[src/hdl/wbps_pkg.sv]
package wbps_pkg;

	// Configuration register indexes
	localparam int unsigned CFG_IDX_W = 3;
	localparam logic [CFG_IDX_W-1:0] CFG_PATTERN_LOW  = 3'd0;
	localparam logic [CFG_IDX_W-1:0] CFG_PATTERN_HIGH = 3'd1;
	localparam logic [CFG_IDX_W-1:0] CFG_CARE_MASK    = 3'd2;
	localparam logic [CFG_IDX_W-1:0] CFG_PATTERN_LEN  = 3'd3;

	// Register widths and reset values
	localparam int unsigned CFG_DATA_W   = 64;
	localparam int unsigned CARE_W       = 16;
	localparam int unsigned LEN_W        = 5;
	localparam int unsigned POS_W        = 32;
	localparam int unsigned REG_BYTES    = 16;
	localparam logic [CARE_W-1:0] CARE_RESET = 16'hFFFF;
	localparam logic [LEN_W-1:0]  LEN_RESET  = 5'd1;
	localparam logic [POS_W-1:0]  POS_MAX    = 32'hFFFF_FFFF;

	typedef struct packed {
		logic [7:0] data_byte;
		logic       last_byte;
	} wbps_in_t;

	typedef struct packed {
		logic             found;
		logic [POS_W-1:0] match_offset;
	} wbps_out_t;

	// Control handed from the top level to every cell
	typedef struct packed {
		logic shift;
		logic clear;
	} wbps_cell_ctrl_t;

endpackage

[src/hdl/wbps_cell.sv]
module wbps_cell (
	input  logic                     clk,
	input  logic                     arst_n,
	input  wbps_pkg::wbps_cell_ctrl_t ctrl,
	input  logic                     prev_bit,
	input  logic [7:0]               data_byte,
	input  logic [7:0]               pattern_byte,
	input  logic                     care,
	output logic                     next_bit,
	output logic                     prefix_bit
);

	logic prefix_q;

	// A position matches when it is a wildcard or the bytes agree, and the
	// shorter prefix held by the neighbour matched one byte earlier.
	assign next_bit   = prev_bit & (~care | (data_byte == pattern_byte));
	assign prefix_bit = prefix_q;

	// Prefix bit of this position.
	always_ff @(posedge clk or negedge arst_n) begin
		if (!arst_n) begin
			prefix_q <= 1'b0;
		end else if (ctrl.clear) begin
			prefix_q <= 1'b0;
		end else if (ctrl.shift) begin
			prefix_q <= next_bit;
		end
	end

endmodule

[src/hdl/wildcard_byte_pattern_scan.sv]
// Channel  Direction  Payload                          Transfer when
// in       input      wbps_in_t  (data_byte, last)     in_valid  & in_ready
// out      output     wbps_out_t (found, offset)       out_valid & out_ready
// cfg      input      cfg_index, cfg_data              cfg_valid & cfg_ready
//
// One byte is taken per cycle while in_ready is high; its result, if any,
// appears in the output register in the cycle after the transfer.
// Until a match, the cells update every prefix bit in the same cycle the byte arrives.
// A waiting result stalls the input only when out_ready is low at that time.
// The configuration port is always ready. Reset clears the scan state and
// loads the register reset values.
module wildcard_byte_pattern_scan #(
	parameter int unsigned PATTERN_MAX = 16
) (
	input  logic                                 clk,
	input  logic                                 arst_n,
	input  logic                                 in_valid,
	output logic                                 in_ready,
	input  wbps_pkg::wbps_in_t                   in_data,
	output logic                                 out_valid,
	input  logic                                 out_ready,
	output wbps_pkg::wbps_out_t                  out_data,
	input  logic                                 cfg_valid,
	output logic                                 cfg_ready,
	input  logic [wbps_pkg::CFG_IDX_W-1:0]       cfg_index,
	input  logic [wbps_pkg::CFG_DATA_W-1:0]      cfg_data
);

	localparam int unsigned IDX_W = (PATTERN_MAX > 1) ? $clog2(PATTERN_MAX) : 1;
	localparam int unsigned EXT_W = 8;

	logic [wbps_pkg::CFG_DATA_W-1:0] pattern_low_q;
	logic [wbps_pkg::CFG_DATA_W-1:0] pattern_high_q;
	logic [wbps_pkg::CARE_W-1:0]     care_mask_q;
	logic [wbps_pkg::LEN_W-1:0]      pattern_len_q;

	logic [wbps_pkg::POS_W-1:0]      byte_pos_q;
	logic                            reported_q;
	logic                            out_valid_q;
	wbps_pkg::wbps_out_t             out_data_q;

	logic                            in_fire;
	wbps_pkg::wbps_cell_ctrl_t       cell_ctrl;
	logic [PATTERN_MAX-1:0]          next_vec;
	logic [PATTERN_MAX-1:0]          prefix_vec;
	logic [EXT_W-1:0]                len_ext;
	logic [EXT_W-1:0]                len_eff;
	logic [EXT_W-1:0]                len_m1;
	logic [IDX_W-1:0]                sel_idx;
	logic                            match;
	logic                            result_valid;

	// Handshakes
	assign cfg_ready = 1'b1;
	assign in_ready  = ~out_valid_q | out_ready;
	assign in_fire   = in_valid & in_ready;
	assign out_valid = out_valid_q;
	assign out_data  = out_data_q;

	// Configuration registers
	always_ff @(posedge clk or negedge arst_n) begin
		if (!arst_n) begin
			pattern_low_q  <= '0;
			pattern_high_q <= '0;
			care_mask_q    <= wbps_pkg::CARE_RESET;
			pattern_len_q  <= wbps_pkg::LEN_RESET;
		end else if (cfg_valid) begin
			case (cfg_index)
				wbps_pkg::CFG_PATTERN_LOW: begin
					pattern_low_q <= cfg_data;
				end
				wbps_pkg::CFG_PATTERN_HIGH: begin
					pattern_high_q <= cfg_data;
				end
				wbps_pkg::CFG_CARE_MASK: begin
					care_mask_q <= cfg_data[wbps_pkg::CARE_W-1:0];
				end
				wbps_pkg::CFG_PATTERN_LEN: begin
					pattern_len_q <= cfg_data[wbps_pkg::LEN_W-1:0];
				end
				default: begin
				end
			endcase
		end
	end

	// Cells shift only while the region has not yet reported a match.
	assign cell_ctrl.shift = in_fire & ~reported_q;
	assign cell_ctrl.clear = in_fire & in_data.last_byte;

	// Row of cells, one per pattern position.
	for (genvar k = 0; k < PATTERN_MAX; k++) begin : g_cell
		logic       prev;
		logic [7:0] pbyte;
		logic       pcare;

		if (k == 0) begin : g_first
			assign prev = 1'b1;
		end else begin : g_link
			assign prev = prefix_vec[k-1];
		end

		if (k < 8) begin : g_low
			assign pbyte = pattern_low_q[8*k +: 8];
			assign pcare = care_mask_q[k];
		end else if (k < wbps_pkg::REG_BYTES) begin : g_high
			assign pbyte = pattern_high_q[8*(k-8) +: 8];
			assign pcare = care_mask_q[k];
		end else begin : g_wild
			// Positions beyond the pattern registers always match.
			assign pbyte = 8'h00;
			assign pcare = 1'b0;
		end

		wbps_cell u_cell (
			.clk          (clk),
			.arst_n       (arst_n),
			.ctrl         (cell_ctrl),
			.prev_bit     (prev),
			.data_byte    (in_data.data_byte),
			.pattern_byte (pbyte),
			.care         (pcare),
			.next_bit     (next_vec[k]),
			.prefix_bit   (prefix_vec[k])
		);
	end

	// Effective length: zero counts as one, and it is capped at the row size.
	always_comb begin
		len_ext = {{(EXT_W-wbps_pkg::LEN_W){1'b0}}, pattern_len_q};
		if (len_ext == '0) begin
			len_eff = EXT_W'(1);
		end else if (len_ext > EXT_W'(PATTERN_MAX)) begin
			len_eff = EXT_W'(PATTERN_MAX);
		end else begin
			len_eff = len_ext;
		end
		len_m1  = len_eff - EXT_W'(1);
		sel_idx = len_m1[IDX_W-1:0];
	end

	assign match        = next_vec[sel_idx];
	assign result_valid = cell_ctrl.shift & (match | in_data.last_byte);

	// Region position and report flag
	always_ff @(posedge clk or negedge arst_n) begin
		if (!arst_n) begin
			byte_pos_q <= '0;
			reported_q <= 1'b0;
		end else if (in_fire) begin
			if (in_data.last_byte) begin
				byte_pos_q <= '0;
				reported_q <= 1'b0;
			end else begin
				if (byte_pos_q != wbps_pkg::POS_MAX) begin
					byte_pos_q <= byte_pos_q + wbps_pkg::POS_W'(1);
				end
				if (cell_ctrl.shift && match) begin
					reported_q <= 1'b1;
				end
			end
		end
	end

	// Output register valid flag
	always_ff @(posedge clk or negedge arst_n) begin
		if (!arst_n) begin
			out_valid_q <= 1'b0;
		end else if (in_fire) begin
			out_valid_q <= result_valid;
		end else if (out_ready) begin
			out_valid_q <= 1'b0;
		end
	end

	// Output register payload
	always_ff @(posedge clk) begin
		if (in_fire && result_valid) begin
			out_data_q.found <= match;
			if (match) begin
				out_data_q.match_offset <= byte_pos_q
					- {{(wbps_pkg::POS_W-EXT_W){1'b0}}, len_m1};
			end else begin
				out_data_q.match_offset <= '0;
			end
		end
	end

endmodule

[config.mk]
export PLATFORM = sky130hd
export DESIGN_NAME = wildcard_byte_pattern_scan
export DESIGN_NICKNAME = d
export VERILOG_FILES = /design/src/hdl/wbps_pkg.sv /design/src/hdl/wbps_cell.sv /design/src/hdl/wildcard_byte_pattern_scan.sv
export SDC_FILE = /design/constraint.sdc
export NUM_CORES = 1
export LEC_CHECK = 0
export BUFFER_PORTS_ARGS = -buffer_cell sky130_fd_sc_hd__buf_4
export CORE_MARGIN = 1.5
export CORE_UTILIZATION = 30
export CTS_CLUSTER_DIAMETER = 40
export DETAILED_ROUTE_END_ITERATION = 7
export SLEW_MARGIN = 10
export SYNTH_ARGS = -nofsm -noshare
export SYNTH_HDL_FRONTEND = slang
export SYNTH_HIERARCHICAL = 1
export SYNTH_SLANG_ARGS = --single-unit
[constraint.sdc]
create_clock -name clk -period 6.8 [get_ports clk]
set_input_delay 0.68 -clock clk [delete_from_list [all_inputs] [get_ports clk]]
set_output_delay 0.68 -clock clk [all_outputs]
set_load 0.01 [all_outputs]
# Yosys cells after proc, flatten, opt, wreduce, memory -nomap -nowiden
# Cells that the tools add are included.
[word_totals]
ff_bits = 231
inputBits = 81
output_inout_bits = 36
elab_cells = 158
[classes]
addsub = 3
n_lt_le_gt_ge = 2
eq_ne = 20
muxes = 40
bitwise = 55
n_reduce_logical = 14
[op_table]
columns = ["op", "count"]
rows = [
  ["== test 8 bit", 16],
  ["two-way mux 32 bit", 2],
  ["two-way mux 1 bit", 35],
  ["adder 32 x 1 -> 32 bit, second input constant", 1],
  ["inequality test 32 bit, second input constant", 1],
  ["subtractor 32 x 8 -> 32 bit", 1],
  ["bitwise AND 1 bit", 19],
  ["NOT 1 bit", 18],
  ["OR 1 bit", 18],
  ["AND reduction 2 bit", 6],
  ["two-way mux 5 bit", 2],
  ["nonzero test 2 bit", 4],
  ["subtractor 8 x 1 -> 8 bit, second input constant", 1],
  ["== test 3 x 2 -> 1 bit, second input constant", 2],
  ["> comparator 5 bit, second input constant", 1],
  ["zero test 5 bit", 1],
  ["less-than comparator 4 x 5 -> 1 bit, second input constant", 1],
  ["binary-select mux 1 bit (select 4 bit)", 1],
  ["== test 3 x 1 -> 1 bit, second input constant", 1],
  ["zero test 3 bit", 1],
  ["logical AND 1 bit", 2],
]

# Longest topological paths before layout
[depth]
word_depth = 9
ltp_mapped = 14

# Modules after synthesis
# The synthesis kept the hierarchy.
[modules_own_cells]
columns = ["mod", "instances", "cells_per_inst", "area_per_inst_um2"]
rows = [
  ["wildcard_byte_pattern_scan", 1, 738, 9618.0],
  ["wbps_cell", 16, 17, 152.6],
]

# Worst setup path before layout
# OpenSTA, ideal clock, no wires.
[synth_timing]
path_kind = "input-to-reg"
from = "input out_ready"
to = "register out_data_q, in the netlist out_data[0], enable pin"
setup_ps = 474
t_arrival_ps = 5284
slack_ps = 1042
path_stages = 6
cell_sequence = "nor2b_1 > inv_1 > nand2_1 > clkbuf_1 > nor2_1 > a21boi_0"
[synth_rtl]
columns = ["element", "line_no", "rtl"]
rows = [
  ["from (decl)", "wildcard_byte_pattern_scan.sv:21", "input logic out_ready,"],
  ["to (decl)", "wildcard_byte_pattern_scan.sv:40", "wbps_pkg::wbps_out_t out_data_q;"],
]

# Worst setup path after layout
[layout_timing]
from = "register pattern_len_q[3] (netlist bit)"
to = "register out_data_q, in the netlist out_data[28], data pin"
[layout_via]
elab_chain_len = 6
elab_cells_between_ends = 8
cone_classes = "add/sub (2); order compare (1); mux (4); reduce/logical (1)"
[layout_lines]
columns = ["element", "line_no", "rtl"]
rows = [
  ["from (decl)", "wildcard_byte_pattern_scan.sv:35", "logic [wbps_pkg::LEN_W-1:0] pattern_len_q;"],
  ["from (signal assigned)", "wildcard_byte_pattern_scan.sv:66", "pattern_len_q <= wbps_pkg::LEN_RESET;"],
  ["from (signal assigned)", "wildcard_byte_pattern_scan.sv:79", "pattern_len_q <= cfg_data[wbps_pkg::LEN_W-1:0];"],
  ["> comparator 5 bit", "wildcard_byte_pattern_scan.sv:133", "end else if (len_ext > EXT_W'(PATTERN_MAX)) begin"],
  ["two-way mux 5 bit", "wildcard_byte_pattern_scan.sv:133", ""],
  ["two-way mux 5 bit (*)", "wildcard_byte_pattern_scan.sv:131", "if (len_ext == '0) begin"],
  ["subtractor 8 x 1 -> 8 bit (*)", "wildcard_byte_pattern_scan.sv:138", "len_m1 = len_eff - EXT_W'(1);"],
  ["branches (longest 2 deep; another with subtractor 32 x 8 -> 32 bit)", "n/a", ""],
]
# Every way passes the cells marked *. The select of a mux whose other input is x is not followed.
# A chain may end at the register's enable or synchronous reset.

==> results.ini <==
[clocking]
numCtsBuffers=35
ctsHtreeMaxLevel=2
cts_tree=built
post_cts_resized=0
clockBufferDepth=3
clkLatencyLatePin_ps=520
cts.root.buffer_cell=clkbuf_16
clkTransAtPathRegs_ps=50
cts_num_sinks=231
hold_buffers=0
cts_setup_buffers=0

[global_routing]
antenna_found_initial=0
track_usage_pct=14.09
grt_pass1_wl_mm=46.14
grt_max_degree=77
overflow=0
grt_pass1_vias=8334

[route]
num_vias=8063
drtIter0Drc=322
wl_per_cell_um=17.00
routed_wl_mm=28.54
dr.pass1.iters=4
vias_per_cell=4.802
antenna_left=0
drc_errors=0

[sta]
setup_violations=0
rsz0062_at_grt=false
fin_setup_tns_ps=0
clock_skew_ps=25.78
slew_viol_final=0
worstMarginPinSlew_ps=1096
clock.fmax_mhz=239.8
finalCritPeriodShare_pct=61.31
max_slew_margin_pct=26.75
whs_ps=186.2
finalHoldViolCount=0
fin_crit_ps=4169

[die]
rows=73
pin_count=117
start_util_pct=30.29
die_width_um=203.0
core_area_mm2=0.03964
die_y_um=203.0
die_area_mm2=0.04123

[cells_and_area]
area_growth_pct=21.95
drive_gt1_share_pct=32.93
diodes=0
utilization_pct=36.93
fin_nets=1222

[yosys]
avgSynthCellArea_um2=11.95
synthCells=1005
netlist_area_mm2=0.01201
yosys_warnings=6

[status]
status=complete, no violations

[worst_hold_path]
min_path_type=input pin to async pin

[critical_path]
path_max_fanout=12
crit_required_ps=7050
arrival_ps=4420
crit_type=flop to flop
critical_path.startpoint_type=flop
reg2reg_slack_ps=2630
cp-end-kind=flop
rr_worst_depth=11

[run]
maxCapViolations=0

[pwr]
vdd_ir_drop_max_mv=0.1989
power_density_mw_per_mm2=296.0
total_leakage_power_nw=6.247

[placed_design]
portBuffers=115
gp_congestion=0.8177
dp_hpwl_mm=19.51

## layout make-up
type	instances	area (um^2)
Tap cell	525	656.9
Sequential cell	231	5967
Fill cell	3947	25000
Clock inverter	20	225.2
Inverter	15	56.30
Clock buffer	42	912.1
Timing Repair Buffer	123	929.6
Multi-Input combinational cell	723	5893
## worst max-delay path: stages (launching register included)
cell and delay [ps]:
dfrtp_1 400, nor3_1 190, o21bai_1 260, ha_1 310, xnor2_1 640, ha_1 390, nor2b_1 160, o31a_1 270
o211ai_1 810, nand4_1 230, xor2_1 190, nor2_1 50
## flip-flops by register name, indices dropped and copies added, names as in the netlist
register,cells
pattern_low_q,64
care_mask_q,16
pattern_len_q,5
g_cell.u_cell/prefix_bit,15
reported_q,1
byte_pos_q,32
pattern_high_q,64
out_data,33
out_valid,1
## per-layer routing
layer / share of wire (%) / track usage [%]
met1: 45 / 18.42
met2: 48 / 23.36
met3: 6.3 / 3.515
met4: 1.3 / 3.360
met5: 0 / 0
## where the power goes
part / leakage (nW) / total (W) / internal (W) / switching [W]
Clock: 0.539 / 0.00175 / 0.00109 / 0.000667
Sequential: 2.76 / 0.00183 / 0.00166 / 0.000169
Combinational: 2.95 / 0.000749 / 0.000399 / 0.000350
## placed cells by master (no fill, tap or decap), drive strengths merged, types with 19 or more instances in the layout
cell	n
nand2	30
nand3b	19
nand3	19
mux2i	19
buf	122
inv	21
edfxtp	33
xnor2	36
nor3	25
mux2	151
dfrtp	181
nor4	47
nor2b	21
nor2	66
xor2	144
a21boi	20
clkbuf	43
## path summary, 6_finish.rpt
path	startpoint	endpoint
hold reg to reg	pattern_low_q[50]	pattern_low_q[50]
setup reg to reg	pattern_len_q[3]	out_data[28]
max in group asynchronous	arst_n	pattern_high_q[29]
min in group clk	cfg_data[21]	pattern_high_q[21]
setup / recovery	pattern_len_q[3]	out_data[28]
hold / removal	arst_n	byte_pos_q[13]
## stage by stage
| stage | std cells | area (um^2) | setup WS (ps) | total power (W) |
|---|---|---|---|---|
| floorplan | 1010 | 12020 | 1133 | 0.002337 |
| global placement | 1617 | 13500 | 2686 | 0.002593 |
| detailed placement | 1617 | 13500 | 2555 | 0.002616 |
| CTS | 1679 | 14640 | 2553 | 0.004395 |
| global route | 1679 | 14640 | 2211 | 0.004552 |
| finish | 1679 | 14640 | 2631 | 0.004333 |
Note: power is estimated with default switching activity, not from simulation.
